File: config.mk
export PLATFORM = sky130hd
export DESIGN_NAME = key_to_pointer_translator
export DESIGN_NICKNAME = d
export VERILOG_FILES = /design/src/rtl/kpt_pkg.sv /design/src/rtl/kpt_engine.sv /design/src/rtl/kpt_rsp_queue.sv /design/src/rtl/key_to_pointer_translator.sv
export VERILOG_INCLUDE_DIRS = /design/src /design/src/rtl
export SDC_FILE = /design/constraint.sdc
export NUM_CORES = 1
export LEC_CHECK = 0
export ABC_AREA = 1
export BUFFER_PORTS_ARGS = -buffer_cell sky130_fd_sc_hd__clkbuf_2
export CAP_MARGIN = 25
export CORE_MARGIN = 1
export CORE_UTILIZATION = 35
export CTS_CLUSTER_SIZE = 28
export DETAILED_ROUTE_END_ITERATION = 7
export HOLD_SLACK_MARGIN = 0.06
export PLACE_DENSITY = 0.55
export SYNTH_ARGS = -nofsm -noshare
export SYNTH_HDL_FRONTEND = slang
export SYNTH_SLANG_ARGS = --single-unit
File: constraint.sdc
create_clock -name clock -period 3.2 [get_ports clock]
set_input_delay 0.48 -clock clock [delete_from_list [all_inputs] [get_ports clock]]
set_output_delay 0.48 -clock clock [all_outputs]
set_load 0.005 [all_outputs]
File: src/rtl/key_to_pointer_translator_assert.svh
// assertion helpers for the rtl files, included by kpt_rsp_queue
`ifndef KEY_TO_POINTER_TRANSLATOR_ASSERT_SVH
`define KEY_TO_POINTER_TRANSLATOR_ASSERT_SVH

// same-cycle implication, checked on clock, quiet during reset
`define KPT_ASSERT_NOW(lbl, ante, cons) \
   lbl: assert property (@(posedge clock) disable iff (reset) (ante) |-> (cons)) \
      else $error("kpt assertion failed");

// next-cycle implication
`define KPT_ASSERT_NEXT(lbl, ante, cons) \
   lbl: assert property (@(posedge clock) disable iff (reset) (ante) |=> (cons)) \
      else $error("kpt assertion failed");

`endif

File: src/rtl/kpt_pkg.sv
package kpt_pkg;

   // virtual key codes
   localparam logic [7:0] KEY_LALT = 8'hA4;
   localparam logic [7:0] KEY_W    = 8'h57;
   localparam logic [7:0] KEY_A    = 8'h41;
   localparam logic [7:0] KEY_S    = 8'h53;
   localparam logic [7:0] KEY_D    = 8'h44;
   localparam logic [7:0] KEY_Q    = 8'h51;
   localparam logic [7:0] KEY_E    = 8'h45;

   // bit positions in the held key flags
   localparam int HK_W = 0;
   localparam int HK_A = 1;
   localparam int HK_S = 2;
   localparam int HK_D = 3;
   localparam int HK_Q = 4;
   localparam int HK_E = 5;

   // result codes
   localparam logic [2:0] RES_KEY   = 3'd0;
   localparam logic [2:0] RES_MOVE  = 3'd1;
   localparam logic [2:0] RES_LDOWN = 3'd2;
   localparam logic [2:0] RES_LUP   = 3'd3;
   localparam logic [2:0] RES_RDOWN = 3'd4;
   localparam logic [2:0] RES_RUP   = 3'd5;

   // input item kinds
   localparam logic KIND_KEY  = 1'b0;
   localparam logic KIND_TICK = 1'b1;

   // register indexes
   localparam logic CSR_MOVE_STEP  = 1'b0;
   localparam logic CSR_TAP_WINDOW = 1'b1;

   localparam logic [6:0]  MOVE_STEP_RST  = 7'd5;
   localparam logic [15:0] TAP_WINDOW_RST = 16'd300;

   localparam int RSP_SLOTS = 3;

   typedef struct packed {
      logic        kind;
      logic [7:0]  key_code;
      logic        key_down;
      logic [31:0] time_ms;
   } req_type;

   typedef struct packed {
      logic [2:0]        event_res;
      logic              consumed;
      logic signed [7:0] move_x;
      logic signed [7:0] move_y;
      logic              mode_on;
      logic              last;
   } rsp_type;

   // one-hot flag for a mapped key, zero for any other code
   function automatic logic [5:0] key_mask(input logic [7:0] code);
      logic [5:0] mask;
      mask = '0;
      case (code)
         KEY_W: mask[HK_W] = 1'b1;
         KEY_A: mask[HK_A] = 1'b1;
         KEY_S: mask[HK_S] = 1'b1;
         KEY_D: mask[HK_D] = 1'b1;
         KEY_Q: mask[HK_Q] = 1'b1;
         KEY_E: mask[HK_E] = 1'b1;
         default: mask = '0;
      endcase
      return mask;
   endfunction

endpackage

File: src/rtl/kpt_engine.sv
module kpt_engine (
   input  logic                          clock,
   input  logic                          reset,
   input  logic                          fire_i,
   input  kpt_pkg::req_type              item_i,
   input  logic                          csr_write_en,
   input  logic                          csr_index,
   input  logic [15:0]                   csr_wdata,
   output kpt_pkg::rsp_type [2:0]        res_o,
   output logic [1:0]                    count_o
);
   import kpt_pkg::*;

   logic [6:0]  move_step_ff;
   logic [15:0] tap_window_ff;

   logic [5:0]  held_keys_ff, held_keys_in;
   logic        alt_held_ff, alt_held_in;
   logic [31:0] last_alt_time_ff, last_alt_time_in;
   logic        alt_seen_ff, alt_seen_in;
   logic        active_mode_ff, active_mode_in;
   logic        left_held_ff, left_held_in;
   logic        right_held_ff, right_held_in;

   logic        is_key;
   logic        is_alt;
   logic        alt_press;
   logic [31:0] gap;
   logic        toggle;
   logic        mode_key;
   logic [5:0]  mask;
   logic        mapped;

   logic signed [7:0] step;
   logic signed [7:0] dx;
   logic signed [7:0] dy;
   logic        mv;
   logic        lv;
   logic        rv;
   logic [1:0]  count;

   rsp_type     key_r;
   rsp_type     move_r;
   rsp_type     left_r;
   rsp_type     right_r;
   rsp_type [2:0] res;

   always_ff @(posedge clock) begin
      if (reset) begin
         move_step_ff  <= MOVE_STEP_RST;
         tap_window_ff <= TAP_WINDOW_RST;
      end else if (csr_write_en) begin
         case (csr_index)
            CSR_MOVE_STEP:  move_step_ff  <= csr_wdata[6:0];
            CSR_TAP_WINDOW: tap_window_ff <= csr_wdata;
            default: ;
         endcase
      end
   end

   // key event decode
   always_comb begin
      is_key    = (item_i.kind == KIND_KEY);
      is_alt    = (item_i.key_code == KEY_LALT);
      alt_press = is_key && is_alt && item_i.key_down && !alt_held_ff;
      // wrapping difference, a timestamp that runs backwards gives a huge gap
      gap       = item_i.time_ms - last_alt_time_ff;
      toggle    = alt_press && alt_seen_ff && (gap <= {16'd0, tap_window_ff});
      mode_key  = active_mode_ff ^ toggle;
      mask      = key_mask(item_i.key_code);
      mapped    = |mask;
   end

   // poll tick decode
   always_comb begin
      step = $signed({1'b0, move_step_ff});
      dx   = (held_keys_ff[HK_D] ? step : 8'sd0) - (held_keys_ff[HK_A] ? step : 8'sd0);
      dy   = (held_keys_ff[HK_S] ? step : 8'sd0) - (held_keys_ff[HK_W] ? step : 8'sd0);
      mv   = active_mode_ff && ((dx != 8'sd0) || (dy != 8'sd0));
      // inactive: only release what is still down
      lv   = active_mode_ff ? (held_keys_ff[HK_Q] != left_held_ff) : left_held_ff;
      rv   = active_mode_ff ? (held_keys_ff[HK_E] != right_held_ff) : right_held_ff;
   end

   always_comb begin
      held_keys_in     = held_keys_ff;
      alt_held_in      = alt_held_ff;
      last_alt_time_in = last_alt_time_ff;
      alt_seen_in      = alt_seen_ff;
      active_mode_in   = active_mode_ff;
      left_held_in     = left_held_ff;
      right_held_in    = right_held_ff;
      if (fire_i) begin
         if (is_key) begin
            active_mode_in = mode_key;
            if (alt_press) begin
               alt_held_in      = 1'b1;
               last_alt_time_in = item_i.time_ms;
               alt_seen_in      = 1'b1;
            end
            if (is_alt && !item_i.key_down) begin
               alt_held_in = 1'b0;
            end
            if (mode_key && mapped) begin
               held_keys_in = item_i.key_down ? (held_keys_ff | mask)
                                              : (held_keys_ff & ~mask);
            end
         end else begin
            if (lv) begin
               left_held_in = active_mode_ff && held_keys_ff[HK_Q];
            end
            if (rv) begin
               right_held_in = active_mode_ff && held_keys_ff[HK_E];
            end
         end
      end
   end

   always_ff @(posedge clock) begin
      if (reset) begin
         held_keys_ff     <= '0;
         alt_held_ff      <= 1'b0;
         last_alt_time_ff <= '0;
         alt_seen_ff      <= 1'b0;
         active_mode_ff   <= 1'b0;
         left_held_ff     <= 1'b0;
         right_held_ff    <= 1'b0;
      end else begin
         held_keys_ff     <= held_keys_in;
         alt_held_ff      <= alt_held_in;
         last_alt_time_ff <= last_alt_time_in;
         alt_seen_ff      <= alt_seen_in;
         active_mode_ff   <= active_mode_in;
         left_held_ff     <= left_held_in;
         right_held_ff    <= right_held_in;
      end
   end

   // result candidates
   always_comb begin
      key_r           = '0;
      key_r.event_res = RES_KEY;
      key_r.consumed  = mode_key && mapped;
      key_r.mode_on   = mode_key;

      move_r           = '0;
      move_r.event_res = RES_MOVE;
      move_r.move_x    = dx;
      move_r.move_y    = dy;
      move_r.mode_on   = active_mode_ff;

      left_r           = '0;
      left_r.event_res = (active_mode_ff && held_keys_ff[HK_Q]) ? RES_LDOWN : RES_LUP;
      left_r.mode_on   = active_mode_ff;

      right_r           = '0;
      right_r.event_res = (active_mode_ff && held_keys_ff[HK_E]) ? RES_RDOWN : RES_RUP;
      right_r.mode_on   = active_mode_ff;
   end

   // pack the present results to the front, mark the final one
   always_comb begin
      if (is_key) begin
         count  = 2'd1;
         res[0] = key_r;
         res[1] = key_r;
         res[2] = key_r;
      end else begin
         count  = {1'b0, mv} + {1'b0, lv} + {1'b0, rv};
         res[0] = mv ? move_r : (lv ? left_r : right_r);
         res[1] = (mv && lv) ? left_r : right_r;
         res[2] = right_r;
      end
      for (int i = 0; i < RSP_SLOTS; i++) begin
         res[i].last = (count == 2'(i + 1));
      end
   end

   assign res_o   = res;
   assign count_o = count;

endmodule

File: src/rtl/kpt_rsp_queue.sv
`include "key_to_pointer_translator_assert.svh"

module kpt_rsp_queue (
   input  logic                   clock,
   input  logic                   reset,
   input  logic                   load_i,
   input  kpt_pkg::rsp_type [2:0] res_i,
   input  logic [1:0]             count_i,
   output logic                   ready_o,
   output kpt_pkg::rsp_type       rsp_o,
   output logic                   rsp_valid_o,
   input  logic                   rsp_ready_i
);
   import kpt_pkg::*;

   rsp_type [2:0] slot_ff;
   logic [1:0]    cnt_ff;
   logic          pop;

   assign pop         = rsp_valid_o && rsp_ready_i;
   assign rsp_valid_o = (cnt_ff != 2'd0);
   assign rsp_o       = slot_ff[0];
   // a new set may land as the final result of the previous one leaves
   assign ready_o     = (cnt_ff == 2'd0) || ((cnt_ff == 2'd1) && pop);

   always_ff @(posedge clock) begin
      if (reset) begin
         cnt_ff <= 2'd0;
      end else if (load_i) begin
         cnt_ff <= count_i;
      end else if (pop) begin
         cnt_ff <= cnt_ff - 2'd1;
      end
   end

   always_ff @(posedge clock) begin
      if (load_i) begin
         slot_ff <= res_i;
      end else if (pop) begin
         slot_ff[0] <= slot_ff[1];
         slot_ff[1] <= slot_ff[2];
      end
   end

   `KPT_ASSERT_NOW(a_load_when_free, load_i, ready_o)
   `KPT_ASSERT_NOW(a_single_is_last, cnt_ff == 2'd1, slot_ff[0].last)
   `KPT_ASSERT_NOW(a_head_not_last, cnt_ff == 2'd2 || cnt_ff == 2'd3, !slot_ff[0].last)
   `KPT_ASSERT_NEXT(a_drain_step, pop && !load_i, cnt_ff == $past(cnt_ff) - 2'd1)

endmodule

File: src/rtl/key_to_pointer_translator.sv
// channel   direction  handshake            payload
// req_      in         req_valid/req_ready  kind, key_code, key_down, time_ms
// rsp_      out        rsp_valid/rsp_ready  event_res, consumed, move_x, move_y, mode_on, last
// csr_      in         csr_write_en         csr_index, csr_wdata
//
// an item waits in the input register until the output queue is ready, then is decoded and
// its results load the output queue in the same edge; key events run at one per cycle while
// rsp_ready stays high; a poll tick's results (up to 3) leave the single-read output queue
// one by one, the next item held in the input register until the last is taken; a tick
// with no results holds nothing up; synchronous reset clears the control state and loads
// move_step 5, tap_window_ms 300; a stalled rsp_ready backs up to req_ready

module key_to_pointer_translator (
   input  logic              clock,
   input  logic              reset,

   input  logic              req_valid,
   output logic              req_ready,
   input  logic              req_kind,
   input  logic [7:0]        req_key_code,
   input  logic              req_key_down,
   input  logic [31:0]       req_time_ms,

   output logic              rsp_valid,
   input  logic              rsp_ready,
   output logic [2:0]        rsp_event_res,
   output logic              rsp_consumed,
   output logic signed [7:0] rsp_move_x,
   output logic signed [7:0] rsp_move_y,
   output logic              rsp_mode_on,
   output logic              rsp_last,

   input  logic              csr_write_en,
   input  logic              csr_index,
   input  logic [15:0]       csr_wdata
);
   import kpt_pkg::*;

   req_type         item_ff;
   logic            item_valid_ff, item_valid_in;
   logic            req_xfer;
   logic            fire;
   logic            q_ready;
   rsp_type [2:0]   res;
   logic [1:0]      count;
   rsp_type         rsp;

   assign req_xfer      = req_valid && req_ready;
   assign fire          = item_valid_ff && q_ready;
   assign req_ready     = !item_valid_ff || fire;
   assign item_valid_in = req_xfer || (item_valid_ff && !fire);

   always_ff @(posedge clock) begin
      if (reset) begin
         item_valid_ff <= 1'b0;
      end else begin
         item_valid_ff <= item_valid_in;
      end
   end

   always_ff @(posedge clock) begin
      if (req_xfer) begin
         item_ff.kind     <= req_kind;
         item_ff.key_code <= req_key_code;
         item_ff.key_down <= req_key_down;
         item_ff.time_ms  <= req_time_ms;
      end
   end

   kpt_engine u_engine (
      .clock        (clock),
      .reset        (reset),
      .fire_i       (fire),
      .item_i       (item_ff),
      .csr_write_en (csr_write_en),
      .csr_index    (csr_index),
      .csr_wdata    (csr_wdata),
      .res_o        (res),
      .count_o      (count)
   );

   kpt_rsp_queue u_rsp_queue (
      .clock       (clock),
      .reset       (reset),
      .load_i      (fire),
      .res_i       (res),
      .count_i     (count),
      .ready_o     (q_ready),
      .rsp_o       (rsp),
      .rsp_valid_o (rsp_valid),
      .rsp_ready_i (rsp_ready)
   );

   assign rsp_event_res = rsp.event_res;
   assign rsp_consumed  = rsp.consumed;
   assign rsp_move_x    = rsp.move_x;
   assign rsp_move_y    = rsp.move_y;
   assign rsp_mode_on   = rsp.mode_on;
   assign rsp_last      = rsp.last;

endmodule
Word level (Yosys, flattened, before mapping). Cells that the tools add are included.

Bits in registers: 177. Bits of input ports: 64. Output and inout port bits: 24. Word-level logic and storage cells: 124.

$add $sub $neg: 6. $lt $le $gt $ge: 1. Equality and inequality tests: 13. Mux-type cells: 26. Bitwise gates (word level): 6. Reductions and logical operators: 39.

Operators by type and width (number): two-way mux 44 bit (2); two-way mux 22 bit (3); == test 8 x 7 -> 1 bit (second input constant) (6); two-way mux 46 bit (1); <= comparator 32 x 16 -> 1 bit (1); subtractor 32 bit (1); two-way mux 7 bit (4); logical AND 1 bit (16); nonzero test 8 bit (2); subtractor 8 bit (2); AND reduction 3 bit (5); two-way mux 1 bit (12); == test 8 bit (second input constant) (1); bitwise AND 6 bit (1); two-way mux 2 bit (3); two-way mux 6 bit (1); NOT 6 bit (1); bitwise OR 6 bit (1); AND reduction 2 bit (3); nonzero test 2 bit (3); OR reduction 6 bit (1); == test 2 x 1 -> 1 bit (second input constant) (2); == test 2 bit (second input constant) (2); zero test 1 bit (4); other kinds (8) (13).

Logic depth before layout (Yosys ltp).
Depth after elaboration: 10. Gate-level depth with buffers: 28. Depth with buffers taken out: 28.

Cells and area by module. A second synthesis with hierarchy kept.

Cell total of the unflattened synthesis: 1438. Area, all modules: 10881.7 um^2.

By module, submodules not included: kpt_engine (instances 1, cells each 1130, area an instance 6661.4 um^2, sequential area each 1321.3 um^2); kpt_rsp_queue (instances 1, cells each 258, area an instance 2904.0 um^2, sequential area each 2021.9 um^2); key_to_pointer_translator (instances 1, cells each 50, area an instance 1316.3 um^2, sequential area each 1281.2 um^2).

Worst setup path before layout. Ideal clock, no wire load.

Path type: reg2reg. Start: register (tool-made name). End: register u_rsp_queue.slot_ff, in the netlist u_rsp_queue.rsp_o[0] (data pin). Setup time: 261 ps. Arrival: 2827 ps. Required time: 2939 ps. Slack: 112 ps. Stages on the path, launching flop included: 16. Buffers on the path: 1. Clock period less this slack: 3088 ps. Path through: dfxtp_1 > clkbuf_1 > nand2_1 > ha_1 > fa_1 > o21ai_0 > a21oi_1 > o21bai_1 > xor2_1 > nor2_1 > nand4_1 > nand2_2 > fa_1 > nand2_1 > nand2_1 > o21ai_0.

RTL lines: to (signal assigned) (RTL line kpt_rsp_queue.sv:38) `slot_ff <= res_i;`; to (decl) (RTL line kpt_rsp_queue.sv:16) `rsp_type [2:0] slot_ff;`.

==> results.toml <==
[global_route]
grt_remaining_overflow = 0
grt_pass1_vias = 7267
grt_pass1_wl_um = 34800
grt_max_degree = 61
antenna_found_initial = 0
track_usage_pct = 16.7

[die]
coreArea_sq_um = 25300
start_util_pct = 35.7
die_width_um = 163
core.rowCount = 58
ios = 88
dieArea_sq_um = 26400
die_y_um = 163

[worst_setup_path]
crit_cells = 25
reg2reg_from = "item_ff[9]"
startpoint_type = "flop"
cpPeakStageDelay_ns = 0.43
r2r_slack_ns = -0.009
worstSetupStartpoint = "item_ff[9]"
end_kind = "flop"
cp_slowest_cell = "edfxtp_1"
crit_family = "simple AND/OR/NAND/NOR gates"
critical_path_class = "reg2reg"
required_ns = 3.55
critPathBufInv = 2
crit_top_cell = "nand2_1"
reg2reg_depth = 25
path_max_fanout = 5
worstPathArrival_ns = 3.56

[drt]
vias = 7749
drtPass1Iterations = 4
antenna_left = 0
wire_per_inst_um = 12.2
wl_um = 21100
drc_errors = 0
via_per_inst = 4.49
drt_iter0_markers = 334

[finish]
diodes = 0
drive_gt1_share_pct = 22.8
regArea_sq_um = 3640
multi_input_area_sq_um = 4710
nets = 1514
nFillCells = 2598
synthToLayoutAreaGrowth_pct = 25.4
instances_no_fill = 1726
final_util_pct = 44.8

[yosys]
synth-edff-count = 75
yosys_warnings = 0
synth_common_cells = "nand2_1, inv_1, nor2_1"
synth-seq-cells = 144
synth_area_per_cell_sq_um = 7.36
seq_area_frac_synth_pct = 40.2
netlist_instances = 1226
synth_top_area_cell = "edfxtp_1"
ys_dominant_reg_cell = "edfxtp_1"
syn_area_sq_um = 9030
synth_area_leaders = "edfxtp_1, dfxtp_1, nand2_1"
async_reset_ff_share_pct = 0
netlist.area_leader.share_pct = 24.9
yosys.cell_types.count = 41
synth_fp_nets = 1357
synth.most_common_cell = "nand2_1"

[power]
vdd_drop_max_mv = 0.397
p_per_area_nw_per_um2 = 483
p_leak_nw = 5.46
finalPower_mw = 5.47

[placed_design]
hpwl_um = 16300
place.gp.congestion = 0.859
dp_cells = 1683
io_buffer_count = 87

[timing]
drv_slew = 0
setup_violations = 1
hold_slack_ns = 0.229
hold_viol_final = 0
max_freq_mhz = 312
slew_headroom_pct = 55.2
min_period_ns = 3.21
rsz0062_at_grt = "yes"
timing.final.crit_share_pct = 100
setup_ws_ns = -0.00888
finClkSkew_ns = 0.0123
worstMarginPinSlew_ns = 0.670

[status]
failed_checks = "negative setup slack"
status = "finished, violations left"

[clock_network]
ctsHoldBuffers = 0
htree_levels = 4
cts_buffers = 17
cts_root_buffer = "clkbuf_16"
clock_latency_ns = 0.42
clkSinkCount = 144
cts_max_path_buffers = 2
cts_tree = "yes"
clk_pin_slew_worst_paths_ns = 0.07

[hold_path]
hp-class = "in2reg"
hold_depth = 1

[flow_run]
cap_violations = 0
-- state kept, by name (all words and copies together) (netlist names), named ones only --
register                   count
item_ff                       42
u_engine.last_alt_time_ff     32
u_rsp_queue.rsp_o             22
u_engine.tap_window_ff        16
u_rsp_queue.slot_ff           11
u_engine.move_step_ff          7
u_rsp_queue.cnt_ff             2
item_valid_ff                  1
u_engine.active_mode_ff        1
u_engine.alt_held_ff           1
u_engine.alt_seen_ff           1
u_engine.left_held_ff          1
u_engine.right_held_ff         1
-- power breakdown --
part           switching (mW)  total, mW  leakage, nW  internal, mW
clock network           0.821       1.92        0.279          1.10
logic                   0.745       1.26         3.89         0.516
registers              0.0846       2.29         1.29          2.21
-- timing repair --
action	4_1_cts	5_1_grt
setup endpoints to repair	16	37
resized for setup	23	74
pin swaps	1	46
cloned	1	0
setup buffers	2	8
-- final cells by class --
type / instances / share of cell area (%)
Clock buffer: 22 / 4.33
Tap cell: 330 / 3.65
Timing Repair Buffer: 177 / 9.99
Clock inverter: 10 / 0.652
Sequential cell: 144 / 32.2
Multi-Input combinational cell: 812 / 41.6
Inverter: 231 / 7.66
-- metal layers --
| metal | global-route usage (%) | wire length, um |
|---|---|---|
| met1 | 21.4 | 10100 |
| met2 | 28.7 | 10100 |
| met3 | 3.36 | 563 |
| met4 | 3.82 | 235 |
| met5 | 0 | 0 |
-- logic make-up after synthesis --
| family | share of synthesized area (%) |
|---|---|
| simple gates | 25.2 |
| buf+inv | 12.2 |
| compound gates | 10.2 |
| flops | 40.2 |
| fa+ha+maj | 9.62 |
| xor+xnor | 2.52 |
-- stage by stage --
stage	TNS [ns]	area [sq um]	setup slack (ns)
after floorplan	0	9030	0.112
after global placement	-1.46	10300	-0.155
after detailed placement	-1.73	10300	-0.167
after CTS	-0.173	11000	-0.0446
after global routing	-3.48	11300	-0.284
final	-0.00888	11300	-0.00888
-- layout by cell type (no fill, tap or decap), drive strengths merged, types with 8 or more instances in the layout --
cell type  netlist  layout
a21oi           86      86
buf             21      90
clkbuf          19     109
clkinv           2       8
dfxtp           69      69
edfxtp          75      75
ha              63      63
inv            229     232
nand2          352     353
nand3           34      34
nand4           17      17
nor2           117     117
nor3            11      11
o21ai           66      66
xor2            20      20
-- worst min-delay path by stage --
stage                                        startpoint                       endpoint
after floorplan                    u_engine.alt_seen_ff           u_engine.alt_seen_ff
after global placement    u_engine.last_alt_time_ff[11]  u_engine.last_alt_time_ff[11]
after detailed placement  u_engine.last_alt_time_ff[26]  u_engine.last_alt_time_ff[26]
after CTS                                req_time_ms[0]                     item_ff[0]
after global routing                    req_key_code[0]                    item_ff[33]
final                                    req_time_ms[0]                     item_ff[0]
No activity file was read; power rests on OpenSTA's default activity.
